<file path="config.mk">
export PLATFORM = sky130hd
export DESIGN_NAME = ilir_ctrl
export DESIGN_NICKNAME = d
export VERILOG_FILES = /design/src/ilir_pkg.sv /design/src/ilir_ctrl.sv
export SDC_FILE = /design/constraint.sdc
export NUM_CORES = 1
export LEC_CHECK = 0
export ABC_AREA = 1
export BUFFER_PORTS_ARGS = -buffer_cell sky130_fd_sc_hd__buf_4
export CORE_AREA = 10 10 47 49
export CTS_BUF_LIST = sky130_fd_sc_hd__clkbuf_8
export DETAILED_ROUTE_END_ITERATION = 10
export DIE_AREA = 0 0 57 59
export PLACE_DENSITY = 0.37
export RECOVER_POWER = 100
export SYNTH_ARGS = -nofsm -noshare
export SYNTH_HDL_FRONTEND = slang
export SYNTH_SLANG_ARGS = --single-unit
</file>
<file path="constraint.sdc">
create_clock -name clk_i -period 1.24 [get_ports clk_i]
set_input_delay 0.248 -clock clk_i [delete_from_list [all_inputs] [get_ports clk_i]]
set_output_delay 0.248 -clock clk_i [all_outputs]
set_load 0.05 [all_outputs]
</file>
<file path="src/ilir_pkg.sv">
// Shared types and constants for the indexed list insert/remove block.
`default_nettype none

package ilir_pkg;

  localparam int KindW   = 3;
  localparam int PosW    = 4;
  localparam int ValW    = 32;
  localparam int StatusW = 3;
  localparam int CountW  = 5;
  localparam int CapW    = 5;

  localparam logic [CapW-1:0] CapReset = 5'd16;

  typedef enum logic [KindW-1:0] {
    KIND_GET    = 3'd0,
    KIND_INSERT = 3'd1,
    KIND_EDIT   = 3'd2,
    KIND_REMOVE = 3'd3,
    KIND_SEARCH = 3'd4,
    KIND_SORT   = 3'd5
  } kind_e;

  typedef enum logic [StatusW-1:0] {
    STATUS_OK       = 3'd0,
    STATUS_EMPTY    = 3'd1,
    STATUS_BADPOS   = 3'd2,
    STATUS_OVERFLOW = 3'd3,
    STATUS_NOTFOUND = 3'd4
  } status_e;

  typedef struct packed {
    logic exec;
    logic sort_step;
    logic sort_phase;
    logic finish;
  } ctl_cmd_t;

  typedef struct packed {
    logic swapped;
  } ctl_stat_t;

endpackage

`default_nettype wire

</file>
<file path="src/ilir_ctrl.sv">
// Controller state machine that sequences requests and the transposition sort.
`default_nettype none

module ilir_ctrl (
  input  wire logic              clk_i,
  input  wire logic              rst_ni,
  input  wire logic              start_i,
  input  wire ilir_pkg::kind_e   kind_i,
  input  wire ilir_pkg::ctl_stat_t stat_i,
  output ilir_pkg::ctl_cmd_t     cmd_o,
  output logic                   busy_o
);
  import ilir_pkg::*;

  typedef enum logic {
    ST_IDLE,
    ST_SORT
  } state_e;

  state_e state_q;
  logic   phase_q;
  logic   quiet_q;

  always_comb begin
    cmd_o            = '0;
    cmd_o.exec       = (state_q == ST_IDLE) && start_i && (kind_i != KIND_SORT);
    cmd_o.sort_step  = (state_q == ST_SORT);
    cmd_o.sort_phase = phase_q;
    cmd_o.finish     = (state_q == ST_SORT) && quiet_q && !stat_i.swapped;
  end

  assign busy_o = (state_q == ST_SORT);

  always_ff @(posedge clk_i or negedge rst_ni) begin
    if (!rst_ni) begin
      state_q <= ST_IDLE;
      phase_q <= 1'b0;
      quiet_q <= 1'b0;
    end else begin
      case (state_q)
        ST_IDLE: begin
          if (start_i && (kind_i == KIND_SORT)) begin
            state_q <= ST_SORT;
            phase_q <= 1'b0;
            quiet_q <= 1'b0;
          end
        end
        ST_SORT: begin
          // The list is ordered once an even and an odd round both pass without a swap.
          if (quiet_q && !stat_i.swapped) begin
            state_q <= ST_IDLE;
          end else begin
            quiet_q <= !stat_i.swapped;
            phase_q <= !phase_q;
          end
        end
        default: begin
          state_q <= ST_IDLE;
        end
      endcase
    end
  end

endmodule

`default_nettype wire

</file>
# After elaboration in Yosys (flattened, before gate mapping)
# Index checks and enable logic that the tools add are counted.
[classes]
bitwise_logic = 1
mux = 8
n_reduce_logical = 9
eq_ne = 4
[op_table]
columns = ["operator", "count"]
rows = [
  ["logical AND 1 bit", 6],
  ["case mux 1 bit (2 select lines)", 3],
  ["two-way mux 1 bit", 5],
  ["== test 3 bit, second input constant", 1],
  ["!= test 3 bit, second input constant", 1],
  ["logical NOT 1 bit", 2],
  ["!= test 2 x 1 -> 1 bit, second input constant", 1],
  ["!= test 2 bit, second input constant", 1],
  ["AND reduction 2 bit", 1],
  ["inverter 1 bit", 1],
]
[totals]
output_inout_bits = 5
input_bits = 7
register_bits = 3
elab_cells = 25

# Logic depth before layout (Yosys ltp)
[depth]
depth_word = 4
mapped_depth = 5
mapped_depth_nobuf = 5

# Least setup slack after synthesis
# No wires, ideal clock.
[synth_timing]
kind = "reg2out"
startpoint = "register state_q, in the netlist busy_o"
endpoint = "output port cmd_o[3] (netlist name)"
t_required_ns = 0.992
path_stages_with_launch = 2
path_buffers = 0
setup_slack_ns = -0.791
arrival_ns = 1.783
path_cell_list = "dfrtp_1 > nor3_1"
[synth_rtl]
columns = ["item", "line_no", "rtl"]
rows = [
  ["start, declared", "ilir_ctrl.sv:20", "state_e state_q;"],
  ["start signal, assigned", "ilir_ctrl.sv:36", "state_q <= ST_IDLE;"],
  ["start signal, assigned", "ilir_ctrl.sv:43", "state_q <= ST_SORT;"],
  ["start signal, assigned", "ilir_ctrl.sv:51", "state_q <= ST_IDLE;"],
  ["end, declared", "ilir_ctrl.sv:10", "output ilir_pkg::ctl_cmd_t cmd_o,"],
]

==> reports/results.ini <==
[setup_path]
worstPathCellList = nand2_1, nor2_4, buf_6
path_class = flip-flop to primary output
path_max_fanout = 4
worstPathArrival_ns = 0.98
critPathCaptureType = primary output
cp_slowest_cell = dfrtp_2
critPathTopFamily = flip-flops
slowest_delay_ns = 0.40
path_buf_inv = 1
startpoint_type = flip-flop
crit_required_ns = 0.99

[drt]
drt_iter0_markers = 2
vias_per_cell = 3.764
antenna_left = 0
wl_per_cell_microns = 9.709
vias = 207
first_pass_iters = 2
drt_wl_total_microns = 534
drc_errors = 0

[layout]
antenna_cells = 0
final_nets = 47
finalNonFillerCells = 55
area_growth_pct = 111.2
final_area_sq_um = 354.1
fin_util_pct = 25.27
fillers = 166
drive_above_1_share_pct = 46.15

[clock_tree]
clk_pin_slew_ns = 0.03
cts_buffer_depth = 2
cts_tree = built
htree_levels = 1
cts_buffers = 3
insertion_delay_ns = 0.22
cts.sinks = 3
root_buffer = clkbuf_8

[logic_synthesis]
yosysWarnings = 0
synthCells = 23
synth_area_sq_um = 167.7
syn_nets = 30
syn_area_per_cell_sq_um = 7.290
seq_area_frac_synth_pct = 44.78
synth_cell_types = 10
ys_seq_elements = 3

[global_route]
grt_max_degree = 5
track_usage_pct = 3.848
grt_overflow = 0
grt_pass1_vias = 234
grt_antenna_before_repair = 0
busiest_layer = met2
grt_use_met3_pct = 3.433
grtUsageMet2_pct = 4.806
grtUsageMet1_pct = 3.567
grt_pass1_wl_microns = 945

[sta]
slew_headroom_pct = 79.89
rsz0062_at_grt = true
fmaxAchievable_mhz = 816.0
drv_slew = 0
setup-tns-final_ns = 0
skew_ns = 0.004498
fin_crit_sh_pct = 98.83
worstMarginPinSlew_ns = 0.3005
setup_violations = 0
hold_viol_final = 0
period_needed_ns = 1.225

[place]
dp.final_hpwl_microns = 440.1
dp.cells = 48
io_buffers = 11
place_area_sq_um = 275.3
gp_congestion = 0.6624

[floorplanning]
initial_utilization_pct = 11.96
core_area_sq_um = 1401
placementRows = 14
die_y_microns = 59
dieArea_sq_um = 3363
fp.dieW_microns = 57
ios = 12

[run]
cap_viol_max_count = 0

[power_and_ir_drop]
p_leak_nw = 0.1791
vdd_drop_max_mv = 0.4971
power_density_nw_per_um2 = 2321

[min_path]
min-delay-path-class = primary input to flip-flop

[run_status]
status = complete, no violations

[worst min-delay path, delay by kind of cell]
family / cells / cell delay (ns)
AND/OR/NAND/NOR: 1 / 0.07
AO/OA/AOI/OAI: 1 / 0.09
buffers and inverters: 1 / 0.11
[logic make-up after synthesis]
| logic type | after synthesis | share of synthesized area [%] |
|---|---|---|
| AOI/OAI and AO/OA | 4 | 13.43 |
| buffers and inverters | 5 | 15.67 |
| and+or+nand+nor | 11 | 26.11 |
| DFF | 3 | 44.77 |
[cells in the mapped netlist]
| master | count | area, sq um |
|---|---|---|
| nand2_1 | 6 | 22.52 |
| dfrtp_1 | 3 | 75.07 |
| inv_1 | 3 | 11.26 |
| nor2_1 | 3 | 11.26 |
| buf_4 | 2 | 15.01 |
| o21ai_0 | 2 | 10.01 |
| a21oi_1 | 1 | 5.000 |
| nand3_1 | 1 | 5.000 |
| nor3_1 | 1 | 5.000 |
| o211ai_1 | 1 | 7.510 |
[per-stage QoR]
step | setup WS, ns | power [mW] | hold slack [ns]
floorplan | -0.04452 | 0.4411 | -0.04759
global route | -0.01501 | 0.8858 | 0.3694
detailed placement | 0.1418 | 0.5164 | 0.04328
finish | 0.01455 | 0.8218 | 0.3423
CTS | -0.01545 | 0.8423 | 0.3387
global placement | 0.1599 | 0.5115 | 0.03952
[layout make-up]
cell class / count / area [sq um] / area share (%)
Multi-Input combinational cell: 15 / 85.08 / 24.03
Timing Repair Buffer: 14 / 116.4 / 32.86
Inverter: 3 / 11.26 / 3.180
Sequential cell: 3 / 76.32 / 21.55
Clock buffer: 3 / 41.29 / 11.66
Clock inverter: 1 / 3.754 / 1.060
Tap cell: 16 / 20.02 / 5.654
[sequential cells by signal (all words and copies together) (netlist names)]
name,count
quiet_q,1
phase_q,1
busy_o,1
[per-layer routing]
| layer | share of wire, % | vias up |
|---|---|---|
| li1 | - | 105 |
| met1 | 40 | 90 |
| met2 | 43 | 10 |
| met3 | 13 | 2 |
| met4 | 3.0 | 0 |
| met5 | 0 | - |
[where the power goes]
part | total [mW] | switching (mW) | internal (mW)
registers | 0.180 | 0.0393 | 0.141
clock network | 0.276 | 0.0654 | 0.211
logic | 0.365 | 0.236 | 0.129
[final timing paths]
kind	from	end	slack, ns	cells after the start
max	busy_o	cmd_o[0]	0.01	3
max in group asynchronous	rst_ni	busy_o	0.70	2
max reg2reg	busy_o	phase_q	0.17	5
min reg2reg	phase_q	phase_q	0.54	2
min	stat_i	phase_q	0.34	3
min in group asynchronous	rst_ni	quiet_q	0.37	2
[cells in the final DEF (no fill, tap or decap)]
| cell | instances |
|---|---|
| nor2_4 | 1 |
| nand2_1 | 6 |
| buf_4 | 7 |
| dlygate4sd3_1 | 1 |
| inv_1 | 4 |
| nand3_1 | 1 |
| buf_6 | 4 |
| o21ai_0 | 2 |
| a21oi_1 | 1 |
| nor2_1 | 2 |
| nor3_4 | 1 |
| clkbuf_2 | 1 |
| o211ai_1 | 1 |
| clkbuf_8 | 3 |
| clkbuf_1 | 1 |
| dfrtp_2 | 1 |
| dfrtp_1 | 2 |
[repair_timing]
action,4_1_cts,5_1_grt
buffers inserted,2,0
pin swaps,0,1
endpoints found under the setup margin,2,3
endpoints found under the hold margin,3,0
hold buffers,1,0
gates resized for setup,3,1
(Power assumes the default switching activity.)
